===== src/spq_pkg.sv =====
package spq_pkg;

    // field widths of the word format
    localparam int PRIO_BITS    = 8;
    localparam int PAYLOAD_BITS = 16;
    localparam int STATUS_BITS  = 2;

    // default depth of the queue
    localparam int CAPACITY_DEF = 16;

    typedef enum logic {
        KIND_ENQ = 1'b0,
        KIND_DEQ = 1'b1
    } t_kind;

    typedef enum logic [STATUS_BITS-1:0] {
        ST_OK    = 2'd0,
        ST_EMPTY = 2'd1,
        ST_FULL  = 2'd2
    } t_status;

    typedef enum logic {
        S_IDLE = 1'b0,
        S_EXEC = 1'b1
    } t_state;

    typedef struct packed {
        t_kind                   kind;
        logic [PRIO_BITS-1:0]    prio_in;
        logic [PAYLOAD_BITS-1:0] payload_in;
    } t_in_word;

    typedef struct packed {
        t_status                 status;
        logic [PRIO_BITS-1:0]    prio_out;
        logic [PAYLOAD_BITS-1:0] payload_out;
    } t_out_word;

    // controller to datapath
    typedef struct packed {
        logic load;
        logic enq;
        logic deq;
        logic report;
    } t_cmd;

    // datapath to controller
    typedef struct packed {
        t_kind kind;
        logic  full;
        logic  empty;
    } t_stat;

endpackage


===== src/sorted_priority_queue.sv =====
// Bounded priority queue held as a sorted row of registers, smallest priority
// number at the head. Issue a word by raising start while busy is low; the
// word is taken at that edge. An enqueue word inserts (prio_in, payload_in)
// ahead of every stored entry of equal or larger priority number, so among
// equal priorities the newest leaves first. A dequeue word removes the head.
// Every word produces exactly one result word, shown on o_result for a single
// cycle with o_valid high, from the result register. The receiver has no way
// to stall it: capture o_result whenever o_valid is high. Status is ok, empty
// (dequeue on an empty queue) or full (enqueue on a full queue, word dropped);
// prio_out and payload_out are zero unless a dequeue succeeded. A word is
// latched, then executed: an enqueue compares all slots against the new
// priority in parallel and shifts by one place, a dequeue shifts every slot
// one place toward the head. busy is high while executing, so no word is taken
// then. No clearing pass is needed after reset; only count, valid, state reset.
module sorted_priority_queue
    import spq_pkg::*;
#(
    parameter int CAPACITY = CAPACITY_DEF
) (
    input  logic      i_clk,
    input  logic      i_rst_n,
    input  logic      start,
    input  t_in_word  i_cmd,
    output logic      busy,
    output t_out_word o_result,
    output logic      o_valid
);

    // command and status between controller and datapath
    t_cmd  w_cmd;
    t_stat w_stat;

    // sequencer: latch cycle, then execute cycle
    spq_ctrl u_ctrl (
        .i_clk   (i_clk),
        .i_rst_n (i_rst_n),
        .start   (start),
        .i_stat  (w_stat),
        .busy    (busy),
        .o_cmd   (w_cmd)
    );

    // sorted slot row, fill count and result register
    spq_datapath #(
        .CAPACITY (CAPACITY)
    ) u_datapath (
        .i_clk    (i_clk),
        .i_rst_n  (i_rst_n),
        .i_word   (i_cmd),
        .i_cmd    (w_cmd),
        .o_stat   (w_stat),
        .o_result (o_result),
        .o_valid  (o_valid)
    );

endmodule


===== src/spq_ctrl.sv =====
module spq_ctrl
    import spq_pkg::*;
(
    input  logic  i_clk,
    input  logic  i_rst_n,
    input  logic  start,
    input  t_stat i_stat,
    output logic  busy,
    output t_cmd  o_cmd
);

    t_state r_state;
    t_state n_state;

    always_ff @(posedge i_clk) begin
        if (!i_rst_n) begin
            r_state <= S_IDLE;
        end else begin
            r_state <= n_state;
        end
    end

    always_comb begin
        case (r_state)
            S_IDLE: begin
                n_state = start ? S_EXEC : S_IDLE;
            end
            S_EXEC: begin
                n_state = S_IDLE;
            end
            default: begin
                n_state = S_IDLE;
            end
        endcase
    end

    always_comb begin
        busy   = 1'b0;
        o_cmd  = '0;
        case (r_state)
            S_IDLE: begin
                o_cmd.load = start;
            end
            S_EXEC: begin
                busy         = 1'b1;
                o_cmd.enq    = (i_stat.kind == KIND_ENQ) && !i_stat.full;
                o_cmd.deq    = (i_stat.kind == KIND_DEQ) && !i_stat.empty;
                o_cmd.report = 1'b1;
            end
            default: begin
                busy = 1'b0;
            end
        endcase
    end

endmodule


===== src/spq_datapath.sv =====
module spq_datapath
    import spq_pkg::*;
#(
    parameter int CAPACITY = CAPACITY_DEF
) (
    input  logic      i_clk,
    input  logic      i_rst_n,
    input  t_in_word  i_word,
    input  t_cmd      i_cmd,
    output t_stat     o_stat,
    output t_out_word o_result,
    output logic      o_valid
);

    localparam int CW = $clog2(CAPACITY + 1);

    logic [PRIO_BITS-1:0]    r_prio    [CAPACITY];
    logic [PAYLOAD_BITS-1:0] r_payload [CAPACITY];
    logic [PRIO_BITS-1:0]    n_prio    [CAPACITY];
    logic [PAYLOAD_BITS-1:0] n_payload [CAPACITY];
    logic [CW-1:0]           r_count;
    t_in_word                r_word;
    t_out_word               r_result;
    t_out_word               n_result;
    logic                    r_valid;
    logic [CAPACITY-1:0]     w_lt;

    // thermometer of slots that stay ahead of the new entry
    always_comb begin
        for (int i = 0; i < CAPACITY; i++) begin
            w_lt[i] = (CW'(i) < r_count) && (r_prio[i] < r_word.prio_in);
        end
    end

    for (genvar g = 0; g < CAPACITY; g++) begin : g_slot
        always_comb begin
            n_prio[g]    = r_prio[g];
            n_payload[g] = r_payload[g];
            if (i_cmd.enq) begin
                if (!w_lt[g]) begin
                    if (g == 0) begin
                        n_prio[g]    = r_word.prio_in;
                        n_payload[g] = r_word.payload_in;
                    end else if (w_lt[(g == 0) ? 0 : g-1]) begin
                        n_prio[g]    = r_word.prio_in;
                        n_payload[g] = r_word.payload_in;
                    end else begin
                        n_prio[g]    = r_prio[(g == 0) ? 0 : g-1];
                        n_payload[g] = r_payload[(g == 0) ? 0 : g-1];
                    end
                end
            end else if (i_cmd.deq) begin
                if (g != CAPACITY-1) begin
                    n_prio[g]    = r_prio[(g == CAPACITY-1) ? g : g+1];
                    n_payload[g] = r_payload[(g == CAPACITY-1) ? g : g+1];
                end
            end
        end

        always_ff @(posedge i_clk) begin
            r_prio[g]    <= n_prio[g];
            r_payload[g] <= n_payload[g];
        end
    end

    // result word for the operation in the execute cycle
    always_comb begin
        n_result = '0;
        if (r_word.kind == KIND_ENQ) begin
            n_result.status = o_stat.full ? ST_FULL : ST_OK;
        end else if (o_stat.empty) begin
            n_result.status = ST_EMPTY;
        end else begin
            n_result.status      = ST_OK;
            n_result.prio_out    = r_prio[0];
            n_result.payload_out = r_payload[0];
        end
    end

    always_ff @(posedge i_clk) begin
        if (i_cmd.load) begin
            r_word <= i_word;
        end
        if (i_cmd.report) begin
            r_result <= n_result;
        end
    end

    always_ff @(posedge i_clk) begin
        if (!i_rst_n) begin
            r_count <= '0;
            r_valid <= 1'b0;
        end else begin
            r_valid <= i_cmd.report;
            if (i_cmd.enq) begin
                r_count <= r_count + 1'b1;
            end else if (i_cmd.deq) begin
                r_count <= r_count - 1'b1;
            end
        end
    end

    assign o_stat.kind  = r_word.kind;
    assign o_stat.full  = (r_count == CW'(CAPACITY));
    assign o_stat.empty = (r_count == '0);
    assign o_result     = r_result;
    assign o_valid      = r_valid;

endmodule


===== config.mk =====
export PLATFORM = sky130hd
export DESIGN_NAME = sorted_priority_queue
export DESIGN_NICKNAME = d
export VERILOG_FILES = /design/src/spq_pkg.sv /design/src/sorted_priority_queue.sv /design/src/spq_ctrl.sv /design/src/spq_datapath.sv
export SDC_FILE = /design/constraint.sdc
export NUM_CORES = 1
export LEC_CHECK = 0
export ABC_AREA = 1
export BUFFER_PORTS_ARGS = -buffer_cell sky130_fd_sc_hd__buf_2
export CORE_ASPECT_RATIO = 0.8
export CORE_UTILIZATION = 45
export CTS_BUF_LIST = sky130_fd_sc_hd__clkbuf_8
export DETAILED_ROUTE_END_ITERATION = 6
export GPL_TIMING_DRIVEN = 0
export MAX_ROUTING_LAYER = met4
export PLACE_DENSITY = 0.64
export SETUP_SLACK_MARGIN = 0.02
export SYNTH_ARGS = -nofsm -noshare
export SYNTH_HDL_FRONTEND = slang
export SYNTH_HIERARCHICAL = 1
export SYNTH_SLANG_ARGS = --single-unit

===== constraint.sdc =====
create_clock -name i_clk -period 5.1 [get_ports i_clk]
set_input_delay 1.02 -clock i_clk [delete_from_list [all_inputs] [get_ports i_clk]]
set_output_delay 1.02 -clock i_clk [all_outputs]
set_load 0.01 [all_outputs]

; ---- Word-level counts from Yosys, hierarchy flattened
; Memory sizes are Yosys's and may differ from the RTL's.
; Cells that the tools add are included.
[op_classes]
add_sub_neg = 2
n_reduce_logical = 23
order_cmp = 32
bitwise_logic = 2
muxes = 134
n_eq_ne = 1
[ops]
columns = op, count
row1 = $mux 16, 62
row2 = $mux 8, 62
row3 = $lt 8x8->1, 16
row4 = $lt 4x5->1 const A, 8
row5 = $lt 3x5->1 const A, 4
row6 = $logic_and 1x1->1, 18
row7 = $lt 1x5->1 const A, 2
row8 = $lt 2x5->1 const A, 2
row9 = $mux 5, 2
row10 = $add 5x1->5 const B, 1
row11 = $eq 5x5->1 const B, 1
row12 = $logic_not 5->1, 1
row13 = $sub 5x1->5 const B, 1
row14 = $mux 1, 4
row15 = $mux 2, 2
row16 = $mux 3, 1
row17 = $logic_not 1->1, 2
row18 = $not 1->1, 2
row19 = $pmux 1 s2, 1
row20 = $reduce_bool 2->1, 1
row21 = $reduce_or 2->1, 1
[totals]
elab_cells = 205
regBits = 58
ram_bits = 384
memories = 2
in_bits = 28
[memory_table]
columns = name, depth, width, rd, rd_ports_with_merged_regs, wr, line_no
row1 = u_datapath.r_payload, 16, 16, 16, 0, 16, spq_datapath.sv:18  ; logic [PAYLOAD_BITS-1:0] r_payload [CAPACITY];
row2 = u_datapath.r_prio, 16, 8, 16, 0, 16, spq_datapath.sv:17  ; logic [PRIO_BITS-1:0] r_prio [CAPACITY];

; ---- Depth between registers and ports, before layout
; Gate-level depths: netlist of run 1.
[depth]
ltp_word = 6
depth_mapped = 14
depth_no_buf = 12

; ---- Cells and area by module
; The synthesis of run 1 kept the hierarchy.
[by_module_without_submodules]
columns = module, n_inst, cells_each, area_each_um2, seq_area_each_um2
row1 = spq_datapath, 1, 3254, 25318.0, 13182.6
row2 = spq_ctrl, 1, 13, 77.6, 20.0

; ---- Worst setup path before layout of run 1
; Ideal clock, no wire load.
[synth_timing]
path_kind = reg2reg
start = reg, netlist name u_datapath/r_count[0]
end = mem u_datapath.r_payload[14][4] (netlist: u_datapath/r_payload[1][100]) (enable)
required_time_ns = 4.719
path_stages_with_launch = 12
t_arrival_ns = 2.412
setup_slack_ns = 2.307
cell_sequence = dfxtp_1 -> inv_2 -> ha_1 -> inv_1 -> nor3_1 -> nor2_1 -> buf_2 -> buf_4 -> clkbuf_1 -> clkbuf_1 -> nand2_1 -> nand2_1
[synth_lines]
columns = item, line_no
row1 = "end, declared", spq_datapath.sv:18

==> results of run 1 <==
metal layers:
layer | wire [µm] | vias up | track usage, %
li1 | - | 10300 | -
met1 | 35500 | 9378 | 39.3
met3 | 6870 | 126 | 6.09
met4 | 1570 | 0 | 6.90
met5 | 0 | - | -
met2 | 30700 | 853 | 38.2
cells in the mapped netlist:
| library cell | instances | area [µm²] |
|---|---|---|
| nand2_1 | 1929 | 7240 |
| edfxtp_1 | 435 | 13100 |
| inv_1 | 390 | 1460 |
| ha_1 | 116 | 1450 |
| nor2_1 | 75 | 282 |
| clkbuf_1 | 65 | 244 |
| a21oi_1 | 40 | 200 |
| buf_2 | 39 | 195 |
| o21ai_0 | 33 | 165 |
| nand3_1 | 30 | 150 |
| nand2_2 | 29 | 181 |
| buf_4 | 25 | 188 |
| buf_6 | 9 | 101 |
| o21ai_2 | 9 | 78.8 |
| inv_2 | 8 | 30.0 |
| dfxtp_1 | 7 | 140 |
| o21ai_1 | 5 | 25.0 |
| nand2_4 | 4 | 45.0 |
| nand3b_1 | 2 | 15.0 |
| nand4_1 | 2 | 12.5 |
| nor2_2 | 2 | 12.5 |
| nor3_2 | 2 | 20.0 |
| o21bai_1 | 2 | 15.0 |
| a211oi_1 | 1 | 7.51 |
| a21o_1 | 1 | 7.51 |
| a21oi_4 | 1 | 16.3 |
| and2_1 | 1 | 6.26 |
| nor2_4 | 1 | 11.3 |
| nor3_1 | 1 | 5.00 |
| nor3b_1 | 1 | 7.51 |
| nor4_1 | 1 | 6.26 |
| o22a_1 | 1 | 8.76 |
power by group:
group          leakage [µW]  total (µW)  internal [µW]  switching [µW]
Clock              0.000787        2900           1400            1500
Sequential          0.00407        4270           4180            82.2
Combinational        0.0112         919            274             645
area by class of cell:
cell class / count / share of cell area, %
sequential: 442 / 47.3
multi-input combinational: 2289 / 35.7
inverter: 398 / 5.35
clock buffer: 77 / 3.80
tap: 750 / 3.36
buffer: 138 / 2.61
timing repair buffer: 55 / 0.986
clock inverter: 57 / 0.856
antenna: 1 / 0.00897
path summary, 6_finish.rpt:
kind | to | cells past startpoint
max reg2reg | u_datapath/r_payload[1][98] | 11
min | u_datapath/r_payload[1][107] | 2
min reg2reg | u_datapath/r_payload[1][107] | 2
max | u_datapath/r_payload[1][98] | 11
state kept, by name (all words and copies together) (netlist names):
signal                flops
u_datapath/o_stat         1
u_datapath/r_prio       128
u_ctrl/r_state            1
u_datapath/r_count        5
u_datapath/o_valid        1
u_datapath/r_word        24
u_datapath/r_payload    256
u_datapath/o_result      26
cells by family after synthesis:
| logic type | share of synthesized area [%] |
|---|---|
| AND/OR/NAND/NOR | 31.5 |
| buffers and inverters | 8.75 |
| flip-flops | 52.0 |
| adder cells (fa/ha/maj) | 5.72 |
| AO/OA/AOI/OAI | 2.06 |
through the flow:
| step | utilization, % | setup WS [ns] | cells |
|---|---|---|---|
| after global routing | 50.3 | 0.396 | 4206 |
| after global placement | 48.0 | 0.686 | 4072 |
| after CTS | 50.3 | 0.633 | 4206 |
| after floorplan | - | 2.31 | 3267 |
| after detailed placement | 48.0 | 0.652 | 4072 |
| final | 50.3 | 0.587 | 4207 |
worst max-delay path, delay by kind of cell (launching register included):
kind	cells	cell delay (ns)
buf+inv	6	2.09
flops	1	0.49
simple gates	4	1.25
fa+ha+maj	1	0.22
==> results.txt, run 1 <==
----------------------------------------------------
[Run status]
  Status ... completed

[Global routing]
  Antenna violations before repair ... 0
  Wire length of the first global-routing pass ... 114 mm
  Largest net degree at the start of global routing ... 28
  GRT Total Usage ... 27.2%
  Total congestion overflow after global routing ... 0
  Number of global-route vias before repair ... 19600

[Hold path]
  Startpoint of the most critical hold path ... u_datapath/r_payload[1][123]
  Path type of the worst min-delay path ... reg2reg

[Critical path]
  Category of the critical setup timing path ... reg2reg
  Critical R2R Launch ... u_datapath/r_count[0]
  Slowest stage delay, CP ... 0.98 ns
  Kind of end point of the critical path ... flip-flop
  Type of element launching the critical path ... flip-flop
  Cell type of the slowest stage on the worst timing path ... nand2_1
  Signal arrival time at the worst endpoint ... 4.77 ns
  Req. time, crit path ... 5.36 ns
  Critical Path, Cell by Cell ... inv_2 -> ha_1 -> inv_1 -> nor3_1 -> nor2_1 -> buf_2 -> buf_4 -> clkbuf_1 -> clkbuf_1 -> nand2_1 -> nand2_1
  Worst reg-to-reg setup slack ... 0.59 ns
  Critical Path Start ... u_datapath/r_count[0]
  Largest fanout on the critical path ... 24

[Floorplanning]
  Initial core utilization ... a little under half
  Die span in y ... 214 µm
  Area of the placeable core ... between 50000 and 60000 µm²
  Num ports ... 56
  Die Outline Area ... 57400 µm²
  # rows ... 77
  Overall die width ... 268 µm

[Finish]
  # fillers ... 5546
  Footprint of the multi-input gates ... 9970 µm²
  Leading cell type in the layout, fill and taps excluded ... nand2_1
  Flip-flop and latch area ... 13200 µm²
  Commonest non-fill, non-tap cells in the layout ... nand2_1, edfxtp_1, inv_1
  Final non-filler cell area ... 27900 µm²
  Share of post-route cells with drive strength above 1 ... 7.75%
  Area growth from synthesis to final layout ... 9.90%
  Total number of nets in the final design ... 3542

[Place]
  HPWL Detailed ... 55.5 mm
  Number of port buffers ... 55
  Final estimated routing congestion in global placement ... roughly 0.93
  Dpl cell area ... 26600 µm²

[Clock tree]
  # clock sinks ... 442
  Post_cts resized ... 0
  Setup Fix Bufs, Post-CTS ... 0
  Library cell used as clock root buffer ... clkbuf_8
  Hold Buf Count CTS ... 0
  Maximum buffer depth of the clock tree ... 3
  CTS buffer count ... 74
  Later-pin clock latency in the skew report ... 0.67 ns
  Clock transition at the register clock pins on the worst setup and hold paths after CTS ... 0.06 ns
  H-tree level count ... 3
  TritonCTS clock tree ... built

[Timing]
  Worst slew margin relative to its limit ... 9.16%
  Share of the clock period used by the worst path ... roughly nine tenths
  Worst Tran Pin Value ... 1.36 ns
  Maximum clock skew at final layout ... 0.0317 ns
  Setup TNS after final layout ... 0 ns
  Post-layout min period ... 4.51 ns
  Max-slew violation count ... 0
  RSZ-0062 raised after global routing ... no
  Finish-stage setup viols ... 0
  Maximum clock rate ... between 200 and 250 MHz
  Number of failing hold endpoints at the final stage ... 0
  Worst slack on hold paths ... 0.521 ns

[Power and ir drop]
  Peak ir drop on the vdd network ... slightly above 0.2 mV
  Pleak ... ~0.016 µW
  Power per cell area ... just under 300 nW/µm²
  Post-layout total power ... 8080 µW

[Logic synthesis]
  Number of register bits inferred by synthesis ... around 440
  Synth Warn # ... 6
  Post-synthesis sequential area ratio ... 52.0%
  Number of distinct library cells after synthesis ... 32
  Synth Instances ... 3267
  Post-synthesis net count ... 3411
  Mapped Avg Cell Area ... 7.77 µm²
  Post-Synthesis Cell Area ... 25400 µm²

[Route]
  Mean routed wirelength per cell ... 17.7 µm
  Number of antenna-violating nets in the routed design ... 0
  Via/cell ratio ... 4.92
  Total via count after detailed routing ... 20700
  Final routed DRC violation total ... 0
  Final routed wirelength across all metal layers ... ~75 mm
  Pre-Repair DR Iteration Count ... 6
  Detailed router's first-iteration violation count ... 1997

[Run]
  Reported max-cap violation count ... 0

----------------------------------------------------
Note: power is estimated with default switching activity, not from simulation.
==> run 2, diff against run 1 <==
--- a/config.mk
+++ b/config.mk
@@ -7,13 +7,15 @@
 export LEC_CHECK = 0
 export ABC_AREA = 1
 export BUFFER_PORTS_ARGS = -buffer_cell sky130_fd_sc_hd__buf_2
+export CELL_PAD_IN_SITES_DETAIL_PLACEMENT = 2
+export CELL_PAD_IN_SITES_GLOBAL_PLACEMENT = 2
 export CORE_ASPECT_RATIO = 0.8
-export CORE_UTILIZATION = 45
+export CORE_UTILIZATION = 42
 export CTS_BUF_LIST = sky130_fd_sc_hd__clkbuf_8
 export DETAILED_ROUTE_END_ITERATION = 6
 export GPL_TIMING_DRIVEN = 0
 export MAX_ROUTING_LAYER = met4
-export PLACE_DENSITY = 0.64
+export PLACE_DENSITY = 0.91
 export SETUP_SLACK_MARGIN = 0.02
 export SYNTH_ARGS = -nofsm -noshare
 export SYNTH_HDL_FRONTEND = slang
==> run 2 against run 1 <==
The flow now finishes with violations (setup timing). Clock power up 17%. Die area up 7.1%. Clock-buffer cell count up 7. Core utilization down 3.0 points. Hold slack worse by 0.047 ns. First-iteration DRC count up 25%. Final area up 1.0%. Fmax down 12%. Sequential power about the same. Register-to-register slack worse by 0.61 ns.
==> results.txt, run 2 (synthesis results as in run 1) <==
----------------------------------------------------
[Timing]
  Worst Tran Pin Value ... 1.45 ns
  Share of the clock period used by the worst path ... 100%
  Number of failing hold endpoints at the final stage ... 0
  Finish-stage setup viols ... 17
  Post-layout min period ... 5.12 ns
  Maximum clock rate ... 195 MHz
  Max-slew violation count ... 0
  RSZ-0062 raised after global routing ... no
  Maximum clock skew at final layout ... between 0.05 and 0.06 ns
  Setup WS post-layout ... -0.0241 ns
  Worst slew margin relative to its limit ... ~2.8%
  Setup TNS after final layout ... -0.138 ns

[Power and ir drop]
  Peak ir drop on the vdd network ... 0.203 mV
  Pleak ... 0.0161 µW
  Post-layout total power ... 8830 µW
  Power per cell area ... 313 nW/µm²

[Run status]
  Status ... finished, violations left
  Failing checks ... setup timing

[Finish]
  Diodes inserted ... 0
  Register ranked first by flip-flop count ... u_datapath/r_payload
  Total number of nets in the final design ... 3552
  Final design utilization ... a little under half
  Share of post-route cells with drive strength above 1 ... 8.30%
  Max reg flops ... 256
  Leading cell type in the layout, fill and taps excluded ... nand2_1
  Commonest non-fill, non-tap cells in the layout ... nand2_1, edfxtp_1, inv_1
  Area growth from synthesis to final layout ... 11.0%

[Route]
  Final routed DRC violation total ... 0
  Met2 routed wirelength ... 60.7 mm
  Final routed wirelength across all metal layers ... ~120 mm
  Pre-Repair DR Iteration Count ... 6
  Highest routed layer ... met4
  Number of antenna-violating nets in the routed design ... 0
  Detailed router's first-iteration violation count ... between 2000 and 2500
  Total via count after detailed routing ... roughly 25000
  Mean routed wirelength per cell ... 29.0 µm
  Total length of routed met3 wires ... 7.87 mm
  Met1 routed wirelength after detailed routing ... 48.3 mm
  Via/cell ratio ... 5.85

[Clock tree]
  Library cell used as clock root buffer ... clkbuf_8
  Later-pin clock latency in the skew report ... 0.73 ns
  H-tree level count ... 3
  Hold Buf Count CTS ... 0
  # clock sinks ... 442
  Maximum buffer depth of the clock tree ... 3
  Setup Fix Bufs, Post-CTS ... 0
  CTS buffer count ... 80
  Clock transition at the register clock pins on the worst setup and hold paths after CTS ... 0.08 ns
  TritonCTS clock tree ... built

[Critical path]
  Largest fanout on the critical path ... 24
  Kind of end point of the critical path ... flip-flop
  Category of the critical setup timing path ... reg2reg
  Signal arrival time at the worst endpoint ... ~5.2 ns
  Req. time, crit path ... 5.21 ns
  Type of element launching the critical path ... flip-flop

[Floorplanning]
  Die Outline Area ... about 60000 µm²
  # rows ... 80
  Num ports ... 56
  Initial core utilization ... a little over two fifths
  Overall die width ... 277 µm
  Area of the placeable core ... 59700 µm²
  Die span in y ... between 200 and 250 µm

[Global routing]
  Number of global-route vias before repair ... 27300
  Antenna violations before repair ... 1
  Wire length of the first global-routing pass ... 169 mm
  Largest net degree at the start of global routing ... 28
  Total congestion overflow after global routing ... 0
  GRT Total Usage ... 38.1%

[Place]
  HPWL Detailed ... 74.4 mm
  Number of port buffers ... 55
  Final estimated routing congestion in global placement ... 0.913

[Run]
  Reported max-cap violation count ... 0

[Hold path]
  Path type of the worst min-delay path ... in2reg

----------------------------------------------------
-- run 2: cell count changes in the layout (fill, tap and decap cells not counted), moves of 2 or more --
| cell | before | now |
|---|---|---|
| clkinv_2 | 3 | 1 |
| buf_16 | 0 | 4 |
| inv_1 | 424 | 420 |
| nand2_1 | 1929 | 1920 |
| inv_6 | 2 | 4 |
| nand2_2 | 29 | 38 |
| clkbuf_8 | 77 | 84 |
| clkinv_1 | 16 | 24 |
-- run 2: area by class of cell --
type	instances	area, µm²
Fill cell	6853	31500
Sequential cell	442	13200
Multi-Input combinational cell	2289	9990
Inverter	398	1490
Clock buffer	84	1160
Tap cell	779	975
Buffer	138	728
Timing Repair Buffer	59	385
Clock inverter	61	258
-- run 2: worst max-delay path, cell delays in order (launching register included) --
cell and delay [ns]:
dfxtp_1 0.50, inv_2 0.13, ha_1 0.21, inv_1 0.13
nor3_1 0.08, nor2_1 0.40, buf_2 0.35, inv_1 0.25
nand2_1 0.62, clkbuf_1 0.75, nand2_1 1.08
-- run 2: timing repair --
item,4_1_cts,5_1_grt
resized for setup,0,2
endpoints found under the setup margin,0,48
endpoints found under the hold margin,0,0
-- run 2: worst paths after layout --
path | start | to | slack [ns] | depth (start not counted)
worst max-delay path | u_datapath/r_count[0] | u_datapath/r_payload[0][121] | -0.02 | 10
worst min-delay path | i_cmd[0] | u_datapath/r_word[0] | 0.47 | 1
worst max register to register | u_datapath/r_count[0] | u_datapath/r_payload[0][121] | -0.02 | 10
worst min register to register | u_datapath/r_payload[1][126] | u_datapath/r_payload[1][110] | 0.56 | 2
-- run 2: report_power, final --
group	total, µW	internal (µW)	leakage [µW]	switching [µW]
clock network	3380	1530	0.000824	1860
logic	1160	293	0.0112	865
registers	4290	4180	0.00407	110
-- run 2: metal layers --
layer | GRT usage [%] | vias up
li1 | - | 10300
met1 | 45.5 | 12800
met2 | 64.0 | 1347
met3 | 5.23 | 407
met4 | 16.9 | 0
met5 | - | -
-- run 2: metrics by stage --
| step | instance area [µm²] | std cells | setup slack [ns] | hold slack, ns |
|---|---|---|---|---|
| floorplan | 25400 | 3267 | 2.31 | 0.489 |
| global placement | 26600 | 4101 | 0.480 | 0.508 |
| detailed placement | 26700 | 4102 | 0.239 | 0.521 |
| CTS | 28100 | 4247 | 0.166 | 0.439 |
| global route | 28200 | 4250 | 0.0286 | 0.445 |
| finish | 28200 | 4250 | -0.0241 | 0.474 |
